### src/rtl/pulse_width_bit_receiver_macros.svh
// ----------------------------------------------------------------------------
// pulse_width_bit_receiver_macros
// Assertion helpers used by the receiver top level.
// ----------------------------------------------------------------------------
`ifndef PULSE_WIDTH_BIT_RECEIVER_MACROS_SVH
`define PULSE_WIDTH_BIT_RECEIVER_MACROS_SVH

// same-cycle implication, checked out of reset
`define PWBR_ASSERT_NOW(label, ante, cons) \
	label: assert property (@(posedge clk) disable iff (!arst_n) (ante) |-> (cons)) \
		else $error("pwbr assertion failed");

// next-cycle implication, checked out of reset
`define PWBR_ASSERT_NEXT(label, ante, cons) \
	label: assert property (@(posedge clk) disable iff (!arst_n) (ante) |=> (cons)) \
		else $error("pwbr assertion failed");

`endif

### src/rtl/pwbr_pkg.sv
`timescale 1ns / 1ps
// ----------------------------------------------------------------------------
// pwbr_pkg
// Shared types and constants of the pulse-width bit receiver.
// ----------------------------------------------------------------------------
package pwbr_pkg;

	localparam int unsigned AddrW = 3;
	localparam int unsigned DataW = 32;

	// register index (byte address / 4)
	localparam logic REG_TIMEOUT = 1'b0;

	localparam logic [7:0] LIMIT_RESET = 8'd40;
	localparam logic [7:0] LIMIT_MIN   = 8'd2;
	localparam logic [2:0] LAST_BIT    = 3'd7;
	localparam logic [7:0] COUNT_MAX   = 8'd255;

	typedef logic [1:0] status_t;
	localparam status_t ST_BYTE    = 2'd0;
	localparam status_t ST_STOP    = 2'd1;
	localparam status_t ST_TIMEOUT = 2'd2;

	typedef enum logic [3:0] {
		PH_IDLE  = 4'b0001,
		PH_START = 4'b0010,
		PH_LOW   = 4'b0100,
		PH_HIGH  = 4'b1000
	} phase_t;

	typedef struct packed {
		status_t    status;
		logic [7:0] data_byte;
		logic [7:0] byte_total;
	} result_t;

endpackage

### src/rtl/pwbr_regs.sv
`timescale 1ns / 1ps
// ----------------------------------------------------------------------------
// pwbr_regs
// APB register file holding the timeout limit.
// ----------------------------------------------------------------------------
module pwbr_regs (
	input  logic                       clk,
	input  logic                       arst_n,
	input  logic                       psel,
	input  logic                       penable,
	input  logic                       pwrite,
	input  logic [pwbr_pkg::AddrW-1:0] paddr,
	input  logic [pwbr_pkg::DataW-1:0] pwdata,
	output logic [pwbr_pkg::DataW-1:0] prdata,
	output logic [7:0]                 timeout_limit
);
	import pwbr_pkg::*;

	logic [7:0] limit_q;
	logic       wr_en;

	assign wr_en = psel && penable && pwrite && (paddr[AddrW-1] == REG_TIMEOUT);

	// limit register
	always_ff @(posedge clk or negedge arst_n) begin
		if (!arst_n) begin
			limit_q <= LIMIT_RESET;
		end else if (wr_en) begin
			limit_q <= pwdata[7:0];
		end
	end

	// read mux
	always_comb begin
		prdata = '0;
		if (paddr[AddrW-1] == REG_TIMEOUT) begin
			prdata = {{(DataW-8){1'b0}}, limit_q};
		end
	end

	assign timeout_limit = limit_q;

endmodule

### src/rtl/pwbr_core.sv
`timescale 1ns / 1ps
// ----------------------------------------------------------------------------
// pwbr_core
// Frame state and per-sample decode: phase counters, bit shifter, byte count.
// ----------------------------------------------------------------------------
module pwbr_core (
	input  logic              clk,
	input  logic              arst_n,
	input  logic              step,
	input  logic              cmd,
	input  logic              level,
	input  logic [7:0]        timeout_limit,
	output logic              res_valid,
	output pwbr_pkg::result_t res
);
	import pwbr_pkg::*;

	phase_t     phase_q, phase_d;
	logic [7:0] low_q, low_d;
	logic [7:0] high_q, high_d;
	logic [7:0] shift_q, shift_d;
	logic [2:0] bitpos_q, bitpos_d;
	logic [7:0] bytes_q, bytes_d;
	logic [7:0] lim;
	logic [7:0] low_inc;
	logic [7:0] high_inc;
	logic [7:0] shifted;
	logic       bit_val;

	// limits below two act as two
	assign lim      = (timeout_limit < LIMIT_MIN) ? LIMIT_MIN : timeout_limit;
	assign low_inc  = 8'(low_q + 8'd1);
	assign high_inc = 8'(high_q + 8'd1);
	assign bit_val  = (low_q < high_q);
	assign shifted  = {shift_q[6:0], bit_val};

	// next state and result
	always_comb begin
		phase_d   = phase_q;
		low_d     = low_q;
		high_d    = high_q;
		shift_d   = shift_q;
		bitpos_d  = bitpos_q;
		bytes_d   = bytes_q;
		res_valid = 1'b0;
		res       = '0;
		if (cmd) begin
			phase_d  = PH_START;
			low_d    = '0;
			high_d   = '0;
			shift_d  = '0;
			bitpos_d = '0;
			bytes_d  = '0;
		end else begin
			case (phase_q)
				PH_START: begin
					if (level) begin
						high_d = high_inc;
						if (high_inc >= lim) begin
							phase_d    = PH_IDLE;
							res_valid  = 1'b1;
							res.status = ST_TIMEOUT;
						end
					end else begin
						phase_d = PH_LOW;
						low_d   = 8'd1;
						high_d  = '0;
					end
				end
				PH_LOW: begin
					if (!level) begin
						low_d = low_inc;
						if (low_inc >= lim) begin
							phase_d    = PH_IDLE;
							res_valid  = 1'b1;
							res.status = ST_TIMEOUT;
						end
					end else begin
						phase_d = PH_HIGH;
						high_d  = 8'd1;
					end
				end
				PH_HIGH: begin
					if (level) begin
						high_d = high_inc;
						if (high_inc >= lim) begin
							phase_d        = PH_IDLE;
							res_valid      = 1'b1;
							res.status     = ST_STOP;
							res.byte_total = bytes_q;
						end
					end else begin
						// falling edge closes the bit
						phase_d = PH_LOW;
						low_d   = 8'd1;
						high_d  = '0;
						if (bitpos_q == LAST_BIT) begin
							bitpos_d      = '0;
							shift_d       = '0;
							bytes_d       = (bytes_q == COUNT_MAX) ? bytes_q : 8'(bytes_q + 8'd1);
							res_valid     = 1'b1;
							res.status    = ST_BYTE;
							res.data_byte = shifted;
						end else begin
							shift_d  = shifted;
							bitpos_d = 3'(bitpos_q + 3'd1);
						end
					end
				end
				default: begin
					phase_d = phase_q;
				end
			endcase
		end
	end

	// phase register
	always_ff @(posedge clk or negedge arst_n) begin
		if (!arst_n) begin
			phase_q <= PH_IDLE;
		end else if (step) begin
			phase_q <= phase_d;
		end
	end

	// frame counters and shifter
	always_ff @(posedge clk or negedge arst_n) begin
		if (!arst_n) begin
			low_q    <= '0;
			high_q   <= '0;
			shift_q  <= '0;
			bitpos_q <= '0;
			bytes_q  <= '0;
		end else if (step) begin
			low_q    <= low_d;
			high_q   <= high_d;
			shift_q  <= shift_d;
			bitpos_q <= bitpos_d;
			bytes_q  <= bytes_d;
		end
	end

endmodule

### src/rtl/pwbr_outreg.sv
`timescale 1ns / 1ps
// ----------------------------------------------------------------------------
// pwbr_outreg
// Result register holding one word until the receiver takes it.
// ----------------------------------------------------------------------------
module pwbr_outreg (
	input  logic              clk,
	input  logic              arst_n,
	input  logic              load,
	input  pwbr_pkg::result_t res,
	input  logic              out_ready,
	output logic              out_valid,
	output pwbr_pkg::status_t status,
	output logic [7:0]        data_byte,
	output logic [7:0]        byte_total
);
	import pwbr_pkg::*;

	logic    valid_q;
	result_t res_q;

	// valid flag
	always_ff @(posedge clk or negedge arst_n) begin
		if (!arst_n) begin
			valid_q <= 1'b0;
		end else if (load) begin
			valid_q <= 1'b1;
		end else if (out_ready) begin
			valid_q <= 1'b0;
		end
	end

	// payload
	always_ff @(posedge clk) begin
		if (load) begin
			res_q <= res;
		end
	end

	assign out_valid  = valid_q;
	assign status     = res_q.status;
	assign data_byte  = res_q.data_byte;
	assign byte_total = res_q.byte_total;

endmodule

### src/rtl/pulse_width_bit_receiver.sv
`timescale 1ns / 1ps
// ----------------------------------------------------------------------------
// pulse_width_bit_receiver
// Single-wire pulse-width decoder: line samples in, bytes and frame status out.
// ----------------------------------------------------------------------------
// Input channel (in_valid/in_ready): one word per sampling tick, either an arm
// command or a line sample. Output channel (out_valid/out_ready): a data byte,
// a frame end with the byte total, or a timeout.
// A word is registered in the input stage at acceptance, decoded against the
// frame state once the output side is free, and its result (if any) is then
// registered in the result register. One word per cycle is taken while the
// output side is free or draining, set by the single decode stage between
// the input and result registers.
// When the receiver stalls with a result held, the input stage holds one more
// word and in_ready drops until the result is taken.
// Reset empties both stages, idles the frame logic (it waits for an arm
// command) and sets the timeout limit to 40 samples.
// The APB port holds the timeout limit at address 0; pready is tied high.
// ----------------------------------------------------------------------------
module pulse_width_bit_receiver (
	input  logic                       clk,
	input  logic                       arst_n,
	input  logic                       in_valid,
	output logic                       in_ready,
	input  logic                       command,
	input  logic                       line_level,
	output logic                       out_valid,
	input  logic                       out_ready,
	output pwbr_pkg::status_t          status,
	output logic [7:0]                 data_byte,
	output logic [7:0]                 byte_total,
	input  logic                       psel,
	input  logic                       penable,
	input  logic                       pwrite,
	input  logic [pwbr_pkg::AddrW-1:0] paddr,
	input  logic [pwbr_pkg::DataW-1:0] pwdata,
	output logic [pwbr_pkg::DataW-1:0] prdata,
	output logic                       pready
);
	import pwbr_pkg::*;
	`include "pulse_width_bit_receiver_macros.svh"

	logic       valid_s1;
	logic       cmd_s1;
	logic       level_s1;
	logic       out_free;
	logic       step;
	logic       res_valid;
	logic       res_load;
	result_t    res;
	logic [7:0] timeout_limit;

	assign pready   = 1'b1;
	assign out_free = !out_valid || out_ready;
	assign step     = valid_s1 && out_free;
	assign in_ready = !valid_s1 || out_free;
	assign res_load = step && res_valid;

	// input stage valid
	always_ff @(posedge clk or negedge arst_n) begin
		if (!arst_n) begin
			valid_s1 <= 1'b0;
		end else if (in_ready) begin
			valid_s1 <= in_valid;
		end
	end

	// input stage word
	always_ff @(posedge clk) begin
		if (in_valid && in_ready) begin
			cmd_s1   <= command;
			level_s1 <= line_level;
		end
	end

	pwbr_regs u_regs (
		.clk           (clk),
		.arst_n        (arst_n),
		.psel          (psel),
		.penable       (penable),
		.pwrite        (pwrite),
		.paddr         (paddr),
		.pwdata        (pwdata),
		.prdata        (prdata),
		.timeout_limit (timeout_limit)
	);

	pwbr_core u_core (
		.clk           (clk),
		.arst_n        (arst_n),
		.step          (step),
		.cmd           (cmd_s1),
		.level         (level_s1),
		.timeout_limit (timeout_limit),
		.res_valid     (res_valid),
		.res           (res)
	);

	pwbr_outreg u_out (
		.clk        (clk),
		.arst_n     (arst_n),
		.load       (res_load),
		.res        (res),
		.out_ready  (out_ready),
		.out_valid  (out_valid),
		.status     (status),
		.data_byte  (data_byte),
		.byte_total (byte_total)
	);

	// assertions
	`PWBR_ASSERT_NEXT(a_s1_holds, valid_s1 && !out_free, valid_s1 && $stable(cmd_s1) && $stable(level_s1))
	`PWBR_ASSERT_NOW(a_arm_silent, step && cmd_s1, !res_load)
	`PWBR_ASSERT_NOW(a_total_only_stop, out_valid && (status != ST_STOP), byte_total == 8'd0)

endmodule
### config.mk
export PLATFORM = sky130hd
export DESIGN_NAME = pulse_width_bit_receiver
export DESIGN_NICKNAME = d
export VERILOG_FILES = /design/src/rtl/pwbr_pkg.sv /design/src/rtl/pwbr_regs.sv /design/src/rtl/pwbr_core.sv /design/src/rtl/pwbr_outreg.sv /design/src/rtl/pulse_width_bit_receiver.sv
export VERILOG_INCLUDE_DIRS = /design/src /design/src/rtl
export SDC_FILE = /design/constraint.sdc
export NUM_CORES = 1
export LEC_CHECK = 0
export BUFFER_PORTS_ARGS = -buffer_cell sky130_fd_sc_hd__buf_4
export CORE_MARGIN = 2
export CORE_UTILIZATION = 49
export DETAILED_ROUTE_END_ITERATION = 16
export PLACE_DENSITY_LB_ADDON = 0.2
export SLEW_MARGIN = 30
export SYNTH_ARGS = -nofsm -noshare
export SYNTH_HDL_FRONTEND = slang
export SYNTH_SLANG_ARGS = --single-unit
### constraint.sdc
create_clock -name clk -period 3.7 [get_ports clk]
set_input_delay 0.37 -clock clk [delete_from_list [all_inputs] [get_ports clk]]
set_output_delay 0.37 -clock clk [all_outputs]
set_load 0.02 [all_outputs]
Word-level counts from Yosys, hierarchy flattened
Index checks and enable logic that the tools add are counted.
- bits in registers: 68
- bitwise operators: 5
- $lt $le $gt $ge: 4
- equal/unequal tests: 12
- mux-type cells: 46
- reductions and logical operators: 22
- add/subtract/negate cells: 4
- operators with widths (cell ; number):
    $mux W8 ; 13
    $pmux W8 S2 ; 2
    $mux W7 ; 4
    $add A8 B1 Y8 const B ; 3
    $mux W4 ; 5
    $ge A8 B8 Y1 ; 2
    $mux W3 ; 4
    $mux W1 ; 10
    $mux W2 ; 5
    $ne A3 B3 Y1 const B ; 3
    $eq A8 B8 Y1 const B ; 1
    $lt A8 B2 Y1 const B ; 1
    $lt A8 B8 Y1 ; 1
    $ne A4 B3 Y1 const B ; 2
    $pmux W4 S2 ; 1
    $reduce_and A4 Y1 ; 2
    $reduce_or A4 Y1 ; 2
    $logic_and A1 B1 Y1 ; 6
    $pmux W2 S3 ; 1
    $reduce_and A3 Y1 ; 2
    $reduce_bool A2 Y1 ; 3
    $not A1 Y1 ; 5
    $reduce_and A5 Y1 ; 1
    $eq A4 B2 Y1 const B ; 1
    other kinds (10) ; 13

Longest topological paths before layout
- depth in word-level cells: 9
- mapped depth: 12
- gate-level depth less buffers: 11

By module
A second synthesis with hierarchy kept.
- cell total of the unflattened synthesis: 381
- area total of the unflattened synthesis: 4063.9 um2
- by module, submodules not included (module ; cells each ; times used ; area each (um2)):
    pwbr_core ; 299 ; 1 ; 2765.2
    pwbr_outreg ; 21 ; 1 ; 576.8
    pwbr_regs ; 50 ; 1 ; 570.5
    pulse_width_bit_receiver ; 11 ; 1 ; 151.4

Worst setup path before layout
OpenSTA, ideal clock, no wires.
- path type: flip-flop to flip-flop
- from: reg u_core.low_q[0]
- to: reg u_out.res_q, in the netlist u_out.byte_total[0] (enable)
- arrival time: 3.401 ns
- setup slack: -0.122 ns
- cell stages (with the launch flop): 11
- required time: 3.279 ns
- period minus slack after synthesis: 3.822 ns
- library setup time: 0.421 ns
- path buffers: 0
- path through: dfrtp_1 > nand3_1 > nor2_1 > and3_1 > xnor2_1 > inv_1 > ha_1 > nand4_1 > nor3_1 > o21ai_0 > o31ai_1
- word-level cells in the longest chain between the ends: 7
- ends and longest elaborated chain (item ; line ; source):
    from (decl) ; pwbr_core.sv:19 ; logic [7:0] low_q, low_d;
    from (signal assigned) ; pwbr_core.sv:135 ; low_q <= low_d;
    $add A8 B1 Y8 ; pwbr_core.sv:32 ; assign low_inc = 8'(low_q + 8'd1);
    $ge A8 B8 Y1 ; pwbr_core.sv:73 ; if (low_inc >= lim) begin
    $mux W1 ; pwbr_core.sv:73 ;
    $mux W1 ; pwbr_core.sv:71 ; if (!level) begin
    $pmux W1 S3 ; pwbr_core.sv:55 ; case (phase_q)
    $mux W1 ; pwbr_core.sv:47 ; if (cmd) begin
    $logic_and A1 B1 Y1 ; pulse_width_bit_receiver.sv:57 ; assign res_load = step && res_valid;
    via res_load ; pulse_width_bit_receiver.sv:49 ; logic res_load;
    to (signal assigned) ; pwbr_outreg.sv:36 ; res_q <= res;
    to (decl) ; pwbr_outreg.sv:20 ; result_t res_q;
The timed path passes the listed nets, and every way through them passes these cells.
A chain may end at the register's enable or synchronous reset.

Final worst setup path
- from: reg u_core.high_q[0]
- to: reg u_out.res_q, in the netlist u_out.data_byte[1] (enable)
- word-level cells in the longest chain between the ends: 7
- elaborated cells on any way between the ends: 8
- those cells by class: add/sub (1); order compare (1); mux (5); reduce/logical (1)
- ends and longest elaborated chain (item ; line ; source):
    from (decl) ; pwbr_core.sv:20 ; logic [7:0] high_q, high_d;
    from (signal assigned) ; pwbr_core.sv:136 ; high_q <= high_d;
    $add A8 B1 Y8 * ; pwbr_core.sv:33 ; assign high_inc = 8'(high_q + 8'd1);
    $ge A8 B8 Y1 * ; pwbr_core.sv:59, pwbr_core.sv:86 ;
    $mux W1 * ; pwbr_core.sv:59, pwbr_core.sv:86 ;
    $mux W1, on equally long branches ; pwbr_core.sv:84, pwbr_core.sv:57 ;
    $pmux W1 S3 * ; pwbr_core.sv:55 ;
    $mux W1 * ; pwbr_core.sv:47 ;
    $logic_and A1 B1 Y1 * ; pulse_width_bit_receiver.sv:57 ;
    via res_load ; pulse_width_bit_receiver.sv:49 ;
The timed path passes the listed nets; every way through them passes the cells marked *.

==> impl_metrics.json <==
{
  "critPathLaunchType": "flip-flop",
  "coreArea_sq_mm": 0.00859,
  "vias_per_cell": 5.60,
  "grt_max_degree": 49,
  "crit_type": "flip-flop to flip-flop",
  "async_reset_ff_frac": 0.706,
  "track_usage": 0.198,
  "yosys_register_bits": 68,
  "n_antenna_cell": 0,
  "fill_cells": 773,
  "cts_sinks": 68,
  "total_power_w": 0.00247,
  "cts_max_level": 3,
  "clk_pin_slew_ns": 0.08,
  "intPower_w": 0.00156,
  "cts_tree": "yes",
  "ir_worst_vdd_mv": 0.352,
  "drive_above_1_share": 0.190,
  "final_common_cell": "buf_4",
  "post_cts_buffers": 0,
  "dieWidth_um": 97.4,
  "wl_per_cell_um": 15.2,
  "tns_ns": 0,
  "first_pass_iters": 4,
  "io_buffers": 45,
  "max_freq_mhz": 305,
  "gp_congestion": 0.875,
  "ctsResizeCount": 0,
  "cts_buffers": 9,
  "start_util": 0.497,
  "grt_pass1_vias": 3136,
  "synth_area_per_cell_sq_um": 9.99,
  "grt_first_pass_wirelength_mm": 15.2,
  "sw_frac_of_total": 0.367,
  "drv_cap": 0,
  "path_max_fanout": 18,
  "yosys.area.top_type": "dfrtp_1",
  "ctsHoldBuffers": 0,
  "syn_to_final_growth_pct": 12.2,
  "min_path_type": "input port to async pin",
  "syn_area_sq_mm": 0.00427,
  "die_area_sq_mm": 0.00949,
  "worstPathRequired_ns": 3.73,
  "cts_max_path_buffers": 2,
  "yosys_most_used_dff": "dfrtp_1",
  "crit_chain": "and3_1, nand3_1, nor3_1, xnor2_1, inv_1, ha_1, nand2_1, o41ai_4, o2111ai_1, o31ai_2, buf_4",
  "initialDrtViolationCount": 198,
  "die_h_um": 97.4,
  "finalNetCount": 543,
  "synth_cells": 428,
  "drt_wl_total_mm": 8.85,
  "outcome": "completed",
  "post_synth_num_cell_types": 71,
  "globalRouteOverflowTotal": 0,
  "final_util": 0.558,
  "cts_root_buffer": "clkbuf_8",
  "yosys_warnings": 0,
  "ys_top_cells_by_area": "dfrtp_1, edfxtp_1, ha_1",
  "antenna_found_initial": 0,
  "io-pin-count": 97,
  "worstSetupEndpointType": "flip-flop",
  "synth.yosys.seq_area_share": 0.422,
  "combPwrFrac": 0.319,
  "sequentialPowerShare": 0.408,
  "p_sw_w": 0.000907,
  "fin_skew_ns": 0.0147,
  "hold_viol_final": 0,
  "num_rows": 34,
  "dp_hpwl_mm": 6.46,
  "p_per_area_mw_per_mm2": 515,
  "dr_total_vias": 3257,
  "remaining_drc_errors": 0,
  "setup_viol": 0,
  "synth_edf_count": 20,
  "layout_common_cells": "buf_4, dfrtp_1, nand2_1, ha_1, o21ai_0",
  "clock_latency_ns": 0.35,
  "min_period_ns": 3.28,
  "rsz0062_at_grt": "false",
  "worst_pin_slew_ns": 0.851,
  "post-route-period-util": 0.885,
  "final_antenna_net_count": 0,
  "yosys.area.top_type_share": 0.263,
  "max_stage_delay_ns": 0.58,
  "drv_slew": 0,
  "leakage_nw": 2.18,
  "slowest_stage": "o41ai_4",
  "pwr-share-clk": 0.273,
  "crit_arrival_ns": 3.31,
  "maxSlewHeadroom": 0.432
}
==> power groups by stage <==
stage               Combinational [W]  Clock (W)  Sequential (W)
floorplan                    0.000699          0        0.000941
global placement             0.000758          0         0.00101
detailed placement           0.000786          0         0.00102
CTS                          0.000791   0.000691         0.00101
global route                 0.000890   0.000728         0.00102
finish                       0.000787   0.000675         0.00101
==> kinds of logic (layout without fill, tap and decap cells) <==
family | after synthesis | after routing | share of synthesized area
simple gates | 142 | 142 | 0.178
fa+ha+maj | 30 | 30 | 0.0878
other cells | 2 | 25 | 0.00176
buf+inv | 66 | 89 | 0.0881
flops | 68 | 68 | 0.422
compound gates | 94 | 94 | 0.162
xor+xnor | 15 | 15 | 0.0307
mux | 11 | 11 | 0.0293
==> worst max-delay path: cells and delay by family (launching register included) <==
| kind | cells | cell delay, ns |
|---|---|---|
| AOI/OAI and AO/OA | 3 | 0.88 |
| and+or+nand+nor | 4 | 0.70 |
| DFF | 1 | 0.52 |
| xor gates and xnor gates | 1 | 0.18 |
| buffers and inverters | 2 | 0.37 |
| adders and majority gates | 1 | 0.30 |
==> metrics by stage <==
| step | setup slack (ns) | std cells | hold WS [ns] | area [sq um] |
|---|---|---|---|---|
| finish | 0.424 | 582 | 0.0338 | 4790 |
| global route | 0.0569 | 582 | 0.0854 | 4790 |
| floorplan | 0.418 | 451 | 0.0744 | 4370 |
| CTS | 0.411 | 582 | 0.0534 | 4790 |
| global placement | 0.525 | 566 | 0.431 | 4580 |
| detailed placement | 0.410 | 566 | 0.435 | 4580 |
==> per-layer routing <==
layer,global-route usage,up-vias,wire [um]
met3,0.0353,16,444
met1,0.265,1579,3950
met4,0.0823,0,176
li1,-,1579,-
met2,0.317,83,4280
met5,0,-,0
==> state kept, by name, indices dropped and copies added (netlist names), 2 cells and up <==
| register | count |
|---|---|
| u_core.low_q | 8 |
| u_core.bytes_q | 8 |
| u_core.high_q | 8 |
| u_core.bitpos_q | 3 |
| u_out.status | 2 |
| u_out.data_byte | 8 |
| u_regs.timeout_limit | 8 |
| u_core.phase_q | 4 |
| u_out.byte_total | 8 |
| u_core.shift_q | 7 |
==> cell type report <==
type,count,area [sq um],share of cell area
multi-input combinational,317,2180,0.455
sequential,68,1810,0.377
timing repair buffer,48,360,0.0752
tap,108,135,0.0282
clock buffer,10,128,0.0266
inverter,25,93.8,0.0196
clock inverter,6,88.8,0.0185
==> synth_stat cells (4+ instances only) <==
master    instances
o21ai_0          28
xnor2_1          10
o211ai_1          5
nor2b_1           4
buf_4            26
or4_1             4
xor2_1            5
nand2_1          35
inv_1            23
nor3_1            8
nand2b_1          5
nor2_1           24
o31ai_1           5
edfxtp_1         20
clkbuf_1          7
buf_2             4
a21oi_1          10
ha_1             30
and2_1           17
nand3_1          19
mux2_2            8
o21a_1            5
and3_1            5
a22o_1            6
dfrtp_1          45
nand4_1           5
==> final timing paths <==
| path | cells after the start | slack (ns) | end | from |
|---|---|---|---|---|
| worst max-delay path | 11 | 0.42 | u_out.data_byte[1] | u_core.high_q[0] |
| worst min-delay path | 1 | 0.03 | u_regs.timeout_limit[0] | arst_n |
| worst max register to register | 11 | 0.42 | u_out.data_byte[1] | u_core.high_q[0] |
| worst min register to register | 2 | 0.48 | u_core.high_q[6] | u_core.high_q[6] |
| max in group asynchronous | 1 | 3.23 | u_core.bytes_q[1] | arst_n |
| min in group clk | 1 | 0.20 | cmd_s1 | command |
No activity file was read; power rests on OpenSTA's default activity.
